==> src/hw/rtl/shfr_pkg.sv <==
// Shared types and constants for the sync-header CRC-16 frame receiver.
package shfr_pkg;

  localparam int FRAME_BYTES = 39;
  localparam int POS_W       = 6;

  localparam logic [7:0]  SYNC_FIRST  = 8'h41;
  localparam logic [7:0]  SYNC_SECOND = 8'h43;
  localparam logic [15:0] CRC_INIT    = 16'hFFFF;
  localparam logic [15:0] CRC_POLY    = 16'h1021;
  localparam logic [15:0] CRC_TOP     = 16'h8000;

  localparam logic [POS_W-1:0] END_POS = POS_W'(FRAME_BYTES - 1);
  localparam logic [POS_W-1:0] CHK_POS = POS_W'(FRAME_BYTES - 2);

  typedef enum logic [1:0] {
    PH_WAIT_A  = 2'd0,
    PH_WAIT_C  = 2'd1,
    PH_COLLECT = 2'd2
  } phase_t;

  typedef enum logic [1:0] {
    ST_DROP    = 2'd0,
    ST_TAKEN   = 2'd1,
    ST_CRC_OK  = 2'd2,
    ST_CRC_BAD = 2'd3
  } status_t;

  typedef struct packed {
    logic [7:0] rx_byte;
    logic       abort;
  } item_t;

  typedef struct packed {
    status_t          status;
    logic [7:0]       frame_byte;
    logic [POS_W-1:0] position;
  } result_t;

endpackage

==> src/hw/rtl/shfr_crc_byte.sv <==
// CRC-16/CCITT-FALSE update over one byte, eight bit steps unrolled.
module shfr_crc_byte (
  input  logic [15:0] crc_in,
  input  logic [7:0]  data,
  output logic [15:0] crc_out
);
  import shfr_pkg::*;

  always_comb begin
    logic [15:0] c;
    c = crc_in ^ {data, 8'h00};
    for (int i = 0; i < 8; i++) begin
      if ((c & CRC_TOP) != 16'h0000) begin
        c = {c[14:0], 1'b0} ^ CRC_POLY;
      end else begin
        c = {c[14:0], 1'b0};
      end
    end
    crc_out = c;
  end

endmodule

==> src/hw/rtl/shfr_frame_ctrl.sv <==
// Frame state machine: sync hunt, byte counting, CRC tracking and status.
module shfr_frame_ctrl (
  input  logic            clk,
  input  logic            rst_n,
  input  logic            step,
  input  shfr_pkg::item_t item,
  output shfr_pkg::result_t res
);
  import shfr_pkg::*;

  phase_t           phase_r, phase_nxt;
  logic [POS_W-1:0] count_r, count_nxt;
  logic [15:0]      crc_r, crc_nxt;
  logic [7:0]       low_r, low_nxt;
  logic [15:0]      crc_seed, crc_fed;
  logic [7:0]       b;

  assign b = item.rx_byte;

  // a sync byte outside collection restarts the CRC from its initial value
  assign crc_seed = (phase_r != PH_COLLECT && b == SYNC_FIRST) ? CRC_INIT : crc_r;

  shfr_crc_byte u_crc (
    .crc_in  (crc_seed),
    .data    (b),
    .crc_out (crc_fed)
  );

  always_comb begin
    phase_nxt      = phase_r;
    count_nxt      = count_r;
    crc_nxt        = crc_r;
    low_nxt        = low_r;
    res.status     = ST_DROP;
    res.frame_byte = b;
    res.position   = '0;
    if (item.abort) begin
      phase_nxt = PH_WAIT_A;
      count_nxt = '0;
      crc_nxt   = CRC_INIT;
      low_nxt   = '0;
    end else begin
      unique case (phase_r)
        PH_WAIT_C: begin
          if (b == SYNC_SECOND) begin
            phase_nxt    = PH_COLLECT;
            count_nxt    = POS_W'(2);
            crc_nxt      = crc_fed;
            res.status   = ST_TAKEN;
            res.position = POS_W'(1);
          end else if (b == SYNC_FIRST) begin
            phase_nxt  = PH_WAIT_C;
            count_nxt  = POS_W'(1);
            crc_nxt    = crc_fed;
            low_nxt    = '0;
            res.status = ST_TAKEN;
          end else begin
            phase_nxt = PH_WAIT_A;
            count_nxt = '0;
            crc_nxt   = CRC_INIT;
            low_nxt   = '0;
          end
        end
        PH_COLLECT: begin
          res.position = count_r;
          if (count_r >= END_POS) begin
            // check field arrives low byte first
            res.status = ({b, low_r} == crc_r) ? ST_CRC_OK : ST_CRC_BAD;
            phase_nxt  = PH_WAIT_A;
            count_nxt  = '0;
            crc_nxt    = CRC_INIT;
            low_nxt    = '0;
          end else begin
            if (count_r < CHK_POS) begin
              crc_nxt = crc_fed;
            end else begin
              low_nxt = b;
            end
            count_nxt  = count_r + POS_W'(1);
            res.status = ST_TAKEN;
          end
        end
        default: begin
          // waiting for the first sync byte, also the unused phase code
          if (b == SYNC_FIRST) begin
            phase_nxt  = PH_WAIT_C;
            count_nxt  = POS_W'(1);
            crc_nxt    = crc_fed;
            low_nxt    = '0;
            res.status = ST_TAKEN;
          end else begin
            phase_nxt = PH_WAIT_A;
            count_nxt = '0;
            crc_nxt   = CRC_INIT;
            low_nxt   = '0;
          end
        end
      endcase
    end
  end

  always_ff @(posedge clk) begin
    if (!rst_n) begin
      phase_r <= PH_WAIT_A;
      count_r <= '0;
      crc_r   <= CRC_INIT;
      low_r   <= '0;
    end else if (step) begin
      phase_r <= phase_nxt;
      count_r <= count_nxt;
      crc_r   <= crc_nxt;
      low_r   <= low_nxt;
    end
  end

  a_hunt_clean: assert property (@(posedge clk) disable iff (!rst_n)
    phase_r == PH_WAIT_A |-> count_r == '0 && crc_r == CRC_INIT && low_r == '0)
    else $error("hunting with stale frame state");

  a_collect_range: assert property (@(posedge clk) disable iff (!rst_n)
    phase_r == PH_COLLECT |-> count_r >= POS_W'(2) && count_r <= END_POS)
    else $error("byte count out of frame range");

  a_done_at_end: assert property (@(posedge clk) disable iff (!rst_n)
    step && (res.status == ST_CRC_OK || res.status == ST_CRC_BAD)
      |-> phase_r == PH_COLLECT && count_r == END_POS)
    else $error("frame completion reported before the last byte");

  a_done_rehunt: assert property (@(posedge clk) disable iff (!rst_n)
    step && (res.status == ST_CRC_OK || res.status == ST_CRC_BAD)
      |=> phase_r == PH_WAIT_A)
    else $error("no return to hunting after frame end");

  a_abort_drop: assert property (@(posedge clk) disable iff (!rst_n)
    step && item.abort |-> res.status == ST_DROP && res.position == '0)
    else $error("aborted byte not dropped");

endmodule

==> src/hw/rtl/sync_header_crc16_frame_receiver.sv <==
// Top level of the sync-header CRC-16 frame receiver.
//
// Input channel (in_valid/in_ready) carries one received byte and an abort
// flag per transaction. Result channel (out_valid/out_ready) returns one
// transaction per input: the echoed byte, its position in the frame and a
// status (dropped, taken, frame done with CRC ok, frame done with CRC bad).
// Frames start with 'A','C' and are 39 bytes long; the last two bytes carry
// the CRC-16/CCITT-FALSE of the rest, low byte first.
//
// An accepted byte sits in the input register; when the result register is
// free or being read, the frame logic and 8-bit CRC update load the result
// register and raise out_valid. Throughput is one byte per cycle while
// out_ready stays high, set by the unrolled combinational CRC update.
//
// Reset (rst_n low, synchronous) empties both registers and puts the frame
// logic back to hunting for 'A'. When out_ready is low the result register
// holds, the input register fills behind it and in_ready drops; nothing is
// lost and frame state advances only when a byte moves into the result.
module sync_header_crc16_frame_receiver (
  input  logic       clk,
  input  logic       rst_n,
  input  logic       in_valid,
  output logic       in_ready,
  input  logic [7:0] in_rx_byte,
  input  logic       in_abort,
  output logic       out_valid,
  input  logic       out_ready,
  output logic [1:0] out_status,
  output logic [7:0] out_frame_byte,
  output logic [5:0] out_position
);
  import shfr_pkg::*;

  logic    s1_valid_r;
  item_t   s1_item_r;
  logic    out_valid_r;
  result_t out_res_r;
  result_t res;
  logic    advance;

  assign advance  = s1_valid_r && (!out_valid_r || out_ready);
  assign in_ready = !s1_valid_r || advance;

  shfr_frame_ctrl u_ctrl (
    .clk   (clk),
    .rst_n (rst_n),
    .step  (advance),
    .item  (s1_item_r),
    .res   (res)
  );

  always_ff @(posedge clk) begin
    if (!rst_n) begin
      s1_valid_r  <= 1'b0;
      out_valid_r <= 1'b0;
    end else begin
      if (in_ready) begin
        s1_valid_r <= in_valid;
      end
      if (advance) begin
        out_valid_r <= 1'b1;
      end else if (out_ready) begin
        out_valid_r <= 1'b0;
      end
    end
  end

  always_ff @(posedge clk) begin
    if (in_ready && in_valid) begin
      s1_item_r.rx_byte <= in_rx_byte;
      s1_item_r.abort   <= in_abort;
    end
    if (advance) begin
      out_res_r <= res;
    end
  end

  assign out_valid      = out_valid_r;
  assign out_status     = out_res_r.status;
  assign out_frame_byte = out_res_r.frame_byte;
  assign out_position   = out_res_r.position;

endmodule
==> config.mk <==
export PLATFORM = sky130hd
export DESIGN_NAME = sync_header_crc16_frame_receiver
export DESIGN_NICKNAME = d
export VERILOG_FILES = /design/src/hw/rtl/shfr_pkg.sv /design/src/hw/rtl/shfr_crc_byte.sv /design/src/hw/rtl/shfr_frame_ctrl.sv /design/src/hw/rtl/sync_header_crc16_frame_receiver.sv
export SDC_FILE = /design/constraint.sdc
export NUM_CORES = 1
export LEC_CHECK = 0
export ABC_CLOCK_PERIOD_IN_PS = 6600
export BUFFER_PORTS_ARGS = -buffer_cell sky130_fd_sc_hd__buf_2
export CAP_MARGIN = 25
export CORE_MARGIN = 2
export CORE_UTILIZATION = 55
export CTS_CLUSTER_SIZE = 24
export DETAILED_ROUTE_END_ITERATION = 12
export PLACE_DENSITY = 0.84
export SLEW_MARGIN = 20
export SYNTH_ARGS = -nofsm -noshare
export SYNTH_HDL_FRONTEND = slang
export SYNTH_HIERARCHICAL = 1
export SYNTH_SLANG_ARGS = --single-unit
==> constraint.sdc <==
create_clock -name clk -period 6.6 [get_ports clk]
set_input_delay 1.32 -clock clk [delete_from_list [all_inputs] [get_ports clk]]
set_output_delay 1.32 -clock clk [all_outputs]
set_load 0.05 [all_outputs]
== Word-level counts from Yosys, hierarchy flattened ==
Index checks and enable logic that the tools add are counted.

* Output and inout port bits: 18
* Input bits: 13
* Register bits after elaboration: 59

* Equal/unequal tests: 10
* Add/subtract/negate cells: 1
* Bitwise gates (word level): 9
* Muxes and demuxes: 38
* Magnitude comparators: 2
* Reduce and logical (&&, ||, !) cells: 11

{| class="wikitable"
|+ Operator list
! kind !! count
|-
| 2-to-1 mux 13 bit || 8
|-
| 2-to-1 mux 16 bit || 6
|-
| 2-to-1 mux 8 bit || 4
|-
| case mux 16 bit (2 select lines) || 1
|-
| inverter 3 bit || 8
|-
| case mux 6 bit (2 select lines) || 2
|-
| 2-to-1 mux 6 bit || 3
|-
| equality test 16 bit || 1
|-
| equality test 8 x 7 -> 1 bit, second input constant || 2
|-
| case mux 8 bit (2 select lines) || 1
|-
| bitwise XOR 16 bit || 1
|-
| 2-to-1 mux 2 bit || 5
|-
| case mux 2 bit (2 select lines) || 2
|-
| adder 6 x 1 -> 6 bit, second input constant || 1
|-
| >= comparator 6 bit, second input constant || 1
|-
| less-than comparator 6 bit, second input constant || 1
|-
| 2-to-1 mux 1 bit || 6
|-
| != test 4 x 2 -> 1 bit, second input constant || 1
|-
| != test 4 x 3 -> 1 bit, second input constant || 1
|-
| AND reduction 2 bit || 2
|-
| logical AND 1 bit || 3
|-
| != test 3 x 2 -> 1 bit, second input constant || 1
|-
| != test 3 bit, second input constant || 1
|-
| AND reduction 3 bit || 1
|-
| 6 further kinds || 8
|}

== Longest topological paths before layout ==
Gate-level depths: netlist of the first run.

* Word-level depth: 24
* Depth in mapped cells: 10

== Modules after synthesis ==
The synthesis of the first run kept the hierarchy.

{| class="wikitable"
|+ Modules (own cells, without submodules)
! module !! area each (µm²) !! instances !! cells each !! seq. area each (µm²)
|-
| shfr_frame_ctrl || 2001.9 || 1 || 245 || 640.6
|-
| sync_header_crc16_frame_receiver || 854.6 || 1 || 34 || 790.8
|-
| shfr_crc_byte || 391.6 || 1 || 25 || 0.0
|}

== Worst setup path before layout of the first run ==
Ideal clock, no wire load.

* Path kind: input -> register
* Start point: input port out_ready
* End point: register u_ctrl.crc_r[10]
* Stages: 7
* Path buffers: 1
* Path slack: 3.052 ns
* Arrival time: 3.421 ns
* Library setup time: 0.127 ns
* Cell sequence: nor2b_4 > nor2b_1 > inv_1 > a41o_1 > a21oi_1 > buf_4 > a32oi_1

* Word-level cells in the longest chain between the ends: 3

{| class="wikitable"
|+ Ends and longest elaborated chain
! item !! RTL line !! source
|-
| start: declaration || sync_header_crc16_frame_receiver.sv:27 || <nowiki>input logic out_ready,</nowiki>
|-
| logical OR 1 bit || sync_header_crc16_frame_receiver.sv:41 || <nowiki>assign advance = s1_valid_r && (!out_valid_r || out_ready);</nowiki>
|-
| logical AND 1 bit || sync_header_crc16_frame_receiver.sv:41 ||
|-
| via advance || sync_header_crc16_frame_receiver.sv:39 || <nowiki>logic advance;</nowiki>
|-
| AND reduction 2 bit (no line) || n/a ||
|-
| end signal: assignment || shfr_frame_ctrl.sv:111 || <nowiki>crc_r <= crc_nxt;</nowiki>
|-
| end: declaration || shfr_frame_ctrl.sv:13 || <nowiki>logic [15:0] crc_r, crc_nxt;</nowiki>
|}

The timed path passes the listed nets, and every way through them passes these cells.
A chain may end at the register's enable or synchronous reset.

== Final worst setup path of the first run ==
* Start point: input port out_ready
* End point: output port in_ready

* Word-level cells in the longest chain between the ends: 3

{| class="wikitable"
|+ Ends and longest elaborated chain
! item !! RTL line !! source
|-
| logical OR 1 bit || sync_header_crc16_frame_receiver.sv:41 ||
|-
| logical AND 1 bit || sync_header_crc16_frame_receiver.sv:41 ||
|-
| logical OR 1 bit || sync_header_crc16_frame_receiver.sv:42 || <nowiki>assign in_ready = !s1_valid_r || advance;</nowiki>
|-
| end: declaration || sync_header_crc16_frame_receiver.sv:23 || <nowiki>output logic in_ready,</nowiki>
|}

Every way passes these cells.

==> summary.md, run 1 <==
| Metric | Value |
|---|---|
| DR iter-0 viols | `approximately 180` |
| Final setup fails | `0` |
| Top routing layer used | `met4` |
| RSZ-0062 raised after global routing | `no` |
| EDFF count, synth | `25` |
| First-pass GRT wire length | `between 10,000 and 15,000 um` |
| Final Cycle Share | `0.4773` |
| Final Util | `0.6388` |
| Slew @ Worst Pin | `between 0.9 and 1 ns` |
| Headroom to the max-slew limit | `0.3649` |
| Placed cells | `around 380` |
| Register clock-pin slew on the reported worst setup and hold paths | `0.06 ns` |
| Top cells by area, synth | `edfxtp_1 23%, dfxtp_1 21%, xor2_1 5.9%` |
| Fmax | `between 300 and 400 MHz` |
| Most frequent cells in the layout | `37 x nand2_1, 34 x dfxtp_1, 30 x buf_2` |
| Fin cells | `400` |
| Area leader, netlist | `edfxtp_1` |
| Die width | `between 80 and 90 um` |
| Post-CTS Hold Buffers | `0` |
| WL final | `about 6300 um` |
| Family with the most delay on the worst path | `buffers and inverters` |
| Asr flop ratio synth | `0` |
| Post-Syn Nets | `322` |
| Post-synthesis sequential area ratio | `0.4407` |
| Synth Flop Type | `dfxtp_1` |
| Via density | `5.670` |
| Clk Latency, worst-skew pair | `roughly 0.34 ns` |
| Post-DP Area | `3357 um2` |
| Area grow syn2layout | `10.29%` |
| DRT Pass-1 Iters | `4` |
| Port Buffer Count | `30` |
| Num CTS Buffers | `9` |
| Gate count of the mapped netlist | `304` |
| DR DRC count | `0` |
| Status | `complete, no violations` |
| Pin count of the biggest net entering global routing | `24` |
| Tot Pwr | `just over 0.8 mW` |
| Yosys cell types | `52` |
| Site row count | `27` |
| Placer Congestion | `0.8437` |
| Clock Skews | `0.01332 ns` |
| GRT Resource Usage Total | `0.2179` |
| Max-cap viol count | `0` |
| Final setup TNS | `0 ns` |
| Largest stage delay, worst path | `0.26 ns` |
| Yosys reg bits | `59` |
| Commonest non-fill, non-tap cell in the layout | `nand2_1` |
| Met3 wire len | `445 um` |
| VDD IR max | `around 220 uV` |
| Fill cell count | `460` |
| CP dominant cell by count | `buf_2` |
| Clock Tree Buf Depth | `2` |
| Mean Syn Cell Area | `10.68 um2` |
| Worst path cell trace | `buf_2, nand3b_4, buf_2` |
| Top-area cell type share of the netlist area | `0.2311` |
| Final ANT Viol Nets | `0` |
| Crit-path slowest cell | `buf_2` |
| CP Launch Type | `input port` |
| Post-CTS Setup Repair Bufs | `0` |
| CP max FO | `2` |
| Drt wl/cell | `roughly 16 um` |
| Synth warn | `6` |
| Hpwl dp | `about 4400 um` |
| Fin. max-slew vios | `0` |
| Die area | `about 6500 um2` |
| Vias | `between 2,000 and 2,500` |
| CTS tree | `yes` |
| PD cells | `about 230 nW/um2` |
| Fin Hold WS | `0.4733 ns` |
| Initial core utilization | `0.5792` |
| Crit path buffers/inverters | `2` |
| Crit path arrival time | `1.83 ns` |
| Length of routed wiring on met1 | `approximately 2800 um` |
| H-Tree Level Count | `3` |
| Final net count | `roughly 340` |
| # IOs | `31` |
| Total inserted antenna cells | `0` |
| Total standard cell area after synthesis | `3248 um2` |
| Number of global-route vias before repair | `2,173` |
| Layout cells sized above 1 | `0.1799` |
| Clk sinks | `approximately 60` |
| Initial antenna violation count | `0` |
| Root buffer cell | `clkbuf_8` |
| Final instance area | `~3600 um2` |
| Wire length on met2 | `2937 um` |
| Core Box Area | `~5600 um2` |
| Die Y | `between 80 and 90 um` |
| Hold WC Path Type | `reg2reg` |
| Worst setup EP type | `output port` |
| Post-Place Setup Slack | `between 2 and 3 ns` |
| Worst EP required | `5.28 ns` |
| Setup ws final | `roughly 3.4 ns` |
| GRT overflow | `0` |
| Leak Pwr | `between 1.5 and 2 nW` |
| Crit Path Class | `in2out` |
| Post-CTS sizing | `0` |
| Final min period | `between 3 and 4 ns` |
| Endpoints failing hold | `0` |
## cell usage after synthesis (all sizes together) (5+ instances only)
library cell / instances
mux2i: 8
buf: 15
o21ai: 18
edfxtp: 25
xnor2: 13
inv: 24
nor4: 5
and2: 7
a32oi: 16
clkbuf: 9
nand2: 38
dfxtp: 34
nand3: 5
nor2: 10
xor2: 22
xnor3: 5
ha: 5
## worst paths after layout
kind	start	endpoint	slack, ns	depth (start not counted)
setup / recovery	out_ready	in_ready	3.45	3
hold / removal	u_ctrl/low_r[7]	u_ctrl/low_r[7]	0.47	2
setup reg to reg	s1_item_r[3]	u_ctrl/crc_r[6]	3.82	7
hold reg to reg	u_ctrl/low_r[7]	u_ctrl/low_r[7]	0.47	2
## worst register-to-register path, cell delays in order (launching register included)
cell and delay, ns:
edfxtp_1 0.56, nor4_4 0.38, nand2_2 0.29, o21ai_0 0.53, xnor2_4 0.22, xnor3_1 0.44, nand2_1 0.07, a32oi_1 0.10
## logic make-up after synthesis
logic type	Yosys count	synth area share
multiplexers	8	0.02465
AO/OA/AOI/OAI	57	0.1317
flip-flops	59	0.4407
adder cells (fa/ha/maj)	5	0.01926
AND/OR/NAND/NOR	83	0.1391
buffers and inverters	48	0.07126
XOR/XNOR	44	0.1733
## layer usage
| layer | track usage | vias to the layer above |
|---|---|---|
| met5 | 0 | - |
| met4 | 0.1034 | 0 |
| met3 | 0.06111 | 12 |
| met2 | 0.3355 | 97 |
| met1 | 0.2849 | 1056 |
| li1 | - | 1103 |
## where the power goes
| part | switching (mW) | internal [mW] |
|---|---|---|
| clock network | 0.133 | 0.223 |
| logic | 0.0441 | 0.0291 |
| registers | 0.0108 | 0.389 |
| total | 0.188 | 0.641 |
## area by class of cell
cell class	instances	area, um2	share of cell area
Inverter	24	90.09	0.02515
Sequential cell	59	1431	0.3996
Tap cell	72	90.09	0.02515
Multi-Input combinational cell	197	1588	0.4432
Timing Repair Buffer	32	168.9	0.04715
Clock inverter	3	65.06	0.01816
Clock buffer	13	148.9	0.04156
## registers in the layout, indices dropped and copies added, names as in the netlist
signal and count:
u_ctrl/crc_r 16, s1_item_r 9, out_frame_byte 8, out_valid 1, u_ctrl/count_r 6, s1_valid_r 1, out_position 6, out_status 2
u_ctrl/low_r 8, u_ctrl/phase_r 2
(Power assumes the default switching activity.)
==> run 2, diff against run 1 <==
Settings changed: ABC_AREA from default to 1, ABC_CLOCK_PERIOD_IN_PS 6600 to 3050, PLACE_DENSITY 0.84 to 0.83.
Clock period 6.6 ns to 3.05 ns, I/O delays scaled along.
==> run 2 against run 1 <==
  * Global-route usage rose by 5.4 points
  * Non-clock buffer count up 10
  * Combinational power rose to 7.7 times the previous value
  * Register-to-register slack got worse by 3.5 ns
  * Via count increased by 74%
  * Clock power is 110% higher
  * Die area increased by 23%
  * Critical path type is now reg2reg
  * Critical endpoint is now u_ctrl/crc_r[13]
  * Highest routed layer unchanged
==> summary.md, run 2 <==
| Metric | Value |
|---|---|
| Most frequent cells in the layout | `282 x nand2_1, 100 x inv_1, 37 x nor2_1 (was 37 x nand2_1, 34 x dfxtp_1, 30 x buf_2)` |
| Final min period | `2.740 ns` |
| Largest reg by FF count | `u_ctrl/crc_r (unchanged)` |
| Hold WC Path Type | `in2reg (was reg2reg)` |
| RSZ-0062 raised after global routing | `no (unchanged)` |
| Number of global-route vias before repair | `3,606 (was 2,173)` |
| CP max FO | `16 (was 2)` |
| Fin cells | `763 (was 400)` |
| GRT Resource Usage Total | `0.2720 (was 0.2179)` |
| Post-CTS Hold Buffers | `0 (unchanged)` |
| Synth warn | `6 (unchanged)` |
| DRT Pass-1 Iters | `5 (was 4)` |
| # IOs | `31 (unchanged)` |
| Final net count | `677 (was 341)` |
| Final setup fails | `0 (unchanged)` |
| Fill cell count | `638 (was 460)` |
| DR iter-0 viols | `454 (was 175)` |
| Met3 wire len | `1002 um (was 445 um)` |
| H-Tree Level Count | `3 (unchanged)` |
| Total standard cell area after synthesis | `4026 um2 (was 3248 um2)` |
| Slew @ Worst Pin | `0.5835 ns (was 0.9527 ns)` |
| VDD IR max | `324.3 uV (was 217.7 uV)` |
| Max reg flops | `16 (unchanged)` |
| Final ANT Viol Nets | `0 (unchanged)` |
| CTS tree | `yes (unchanged)` |
| Placer Congestion | `0.9493 (was 0.8437)` |
| Top routing layer used | `met4 (unchanged)` |
| Layout cells sized above 1 | `0.1657 (was 0.1799)` |
| DR DRC count | `0 (unchanged)` |
| Die Y | `89.56 um (was 80.85 um)` |
| Worst EP required | `3.30 ns (was 5.28 ns)` |
| Clk sinks | `59 (unchanged)` |
| Pin count of the biggest net entering global routing | `29 (was 24)` |
| Post-CTS sizing | `0 (unchanged)` |
| Clk Latency, worst-skew pair | `0.35 ns (was 0.34 ns)` |
| Leak Pwr | `2.579 nW (was 1.502 nW)` |
| Fmax | `364.9 MHz` |
| Synth Flop Type | `dfxtp_1 (unchanged)` |
| Root buffer cell | `clkbuf_8 (unchanged)` |
| Initial core utilization | `0.5611 (was 0.5792)` |
| Wire length on met2 | `4861 um (was 2937 um)` |
| Length of routed wiring on met1 | `4220 um (was 2797 um)` |
| GRT overflow | `0 (unchanged)` |
| Crit Path Class | `reg2reg (was in2out)` |
| Initial antenna violation count | `0 (unchanged)` |
| Top-count cell post-synth | `nand2_1 (unchanged)` |
| Total inserted antenna cells | `0 (unchanged)` |
| Headroom to the max-slew limit | `0.6110 (was 0.3649)` |
| Die area | `8021 um2 (was 6537 um2)` |
| EDFF count, synth | `25 (unchanged)` |
| Yosys cell types | `30 (was 52)` |
| Num CTS Buffers | `9 (unchanged)` |
| Mean Syn Cell Area | `6.381 um2 (was 10.68 um2)` |
| Crit path arrival time | `2.99 ns (was 1.83 ns)` |
| CP Launch Type | `register (was input port)` |
| Hpwl dp | `7358 um (was 4357 um)` |
| Yosys reg bits | `59 (unchanged)` |
| Port Buffer Count | `30 (unchanged)` |
| Vias | `3,951 (was 2,268)` |
| Biggest regs | `u_ctrl/crc_r x16, s1_item_r x9 (unchanged)` |
| Drt wl/cell | `13.61 um (was 15.79 um)` |
| Post-CTS Setup Repair Bufs | `0 (unchanged)` |
| Area leader, netlist | `nand2_1 (was edfxtp_1)` |
| Final Cycle Share | `0.8985` |
| Register clock-pin slew on the reported worst setup and hold paths | `0.08 ns (was 0.06 ns)` |
| Top cells by area, synth | `nand2_1 26%, edfxtp_1 19%, dfxtp_1 17% (was edfxtp_1 23%, dfxtp_1 21%, xor2_1 5.9%)` |
| Commonest non-fill, non-tap cell in the layout | `nand2_1 (unchanged)` |
| Endpoints failing hold | `0 (unchanged)` |
| Clock Tree Buf Depth | `2 (unchanged)` |
| Die width | `89.56 um (was 80.85 um)` |
| Placed cells | `747 (was 383)` |
| Final setup TNS | `0 ns (unchanged)` |
| Synth top cells by count | `282 x nand2_1, 100 x inv_1, 37 x nor2_1 (was 37 x nand2_1, 34 x dfxtp_1, 25 x edfxtp_1)` |
| First-pass GRT wire length | `16,460 um (was 10,540 um)` |
| Core Box Area | `7176 um2 (was 5608 um2)` |
| Via density | `5.178 (was 5.670)` |
| Fin. max-slew vios | `0 (unchanged)` |
| PD cells | `497.9 nW/um2 (was 231.5 nW/um2)` |
| Clock Skews | `0.01037 ns (was 0.01332 ns)` |
| Site row count | `31 (was 27)` |
| Gate count of the mapped netlist | `631 (was 304)` |
| Max-cap viol count | `0 (unchanged)` |
| WL final | `10,380 um (was 6315 um)` |
| Worst setup EP type | `register (was output port)` |
| Status | `complete, no violations (unchanged)` |
| Asr flop ratio synth | `0 (unchanged)` |
| Post-Syn Nets | `649 (was 322)` |
| Top-area cell type share of the netlist area | `0.2629 (was 0.2311)` |
| Area grow syn2layout | `9.851% (was 10.29%)` |
| Post-synthesis sequential area ratio | `0.3555 (was 0.4407)` |
## run 2: changes by cell type in the layout (fill, tap and decap cells not counted), sizes merged, moves of 8 or more
| cell | previous run | this run |
|---|---|---|
| buf | 32 | 42 |
| a32oi | 16 | 0 |
| inv | 24 | 112 |
| nor2 | 10 | 40 |
| xor2 | 22 | 5 |
| nand3 | 5 | 33 |
| xnor2 | 13 | 0 |
| mux2i | 8 | 0 |
| o21ai | 18 | 7 |
| nand2 | 38 | 305 |
| a21oi | 4 | 33 |
## run 2: logic make-up after synthesis
kind of cell	after synthesis	synth area share
buf+inv	134	0.1439
fa+ha+maj	5	0.01554
simple gates	387	0.4201
xor+xnor	5	0.01088
compound gates	41	0.05407
flops	59	0.3555
## run 2: area by class of cell
| type | instances | area, um2 | share of cell area |
|---|---|---|---|
| clock buffer | 9 | 123.9 | 0.02801 |
| timing repair buffer | 42 | 240.2 | 0.05431 |
| inverter | 109 | 409.1 | 0.09250 |
| tap | 99 | 123.9 | 0.02801 |
| clock inverter | 7 | 75.07 | 0.01697 |
| sequential | 59 | 1431 | 0.3236 |
| multi-input combinational | 438 | 2019 | 0.4566 |
## run 2: power by group
part           switching [mW]  total [mW]  internal [mW]
logic                   0.388       0.567          0.179
registers              0.0345       0.905          0.870
clock network           0.347       0.730          0.383
## run 2: final timing paths
| path | startpoint | end | slack, ns | cells past startpoint |
|---|---|---|---|---|
| worst max register to register | s1_item_r[8] | u_ctrl/crc_r[13] | 0.31 | 20 |
| worst max-delay path | s1_item_r[8] | u_ctrl/crc_r[13] | 0.31 | 20 |
| worst min-delay path | in_rx_byte[2] | s1_item_r[3] | 0.43 | 1 |
| worst min register to register | s1_valid_r | s1_valid_r | 0.51 | 2 |
## run 2: metal layers
metal,track usage,up-vias
met2,0.4412,213
met1,0.3358,1765
li1,-,1940
met3,0.08126,33
met5,0,-
met4,0.1153,0
## run 2: critical path: stages, from the launching register on
cell,delay [ns]
edfxtp_1,0.48
inv_1,0.11
nand2_1,0.06
nor2_1,0.18
inv_1,0.08
nor2_1,0.13
nand2_1,0.36
nand2_1,0.26
inv_2,0.05
nand2_1,0.06
nand2_1,0.09
nand2_2,0.10
nand2_2,0.07
nand2_1,0.06
nand2_1,0.04
inv_1,0.07
nand2_1,0.06
a21oi_1,0.20
nand2_1,0.07
nand2_1,0.06
nand2_1,0.05
## run 2: per-stage QoR
| step | hold WS (ns) | cell area (um2) | worst slack (ns) | power [mW] | util |
|---|---|---|---|---|---|
| CTS | 0.4220 | 4423 | 0.3936 | 2.196 | 0.6164 |
| detailed placement | 0.5088 | 4224 | 0.4027 | 1.473 | 0.5887 |
| floorplan | 0.4608 | 4026 | 0.4959 | 1.359 | - |
| global placement | 0.4855 | 4224 | 0.5415 | 1.449 | 0.5887 |
| finish | 0.4345 | 4423 | 0.3095 | 2.202 | 0.6164 |
| global route | 0.4174 | 4423 | 0.005143 | 2.317 | 0.6164 |
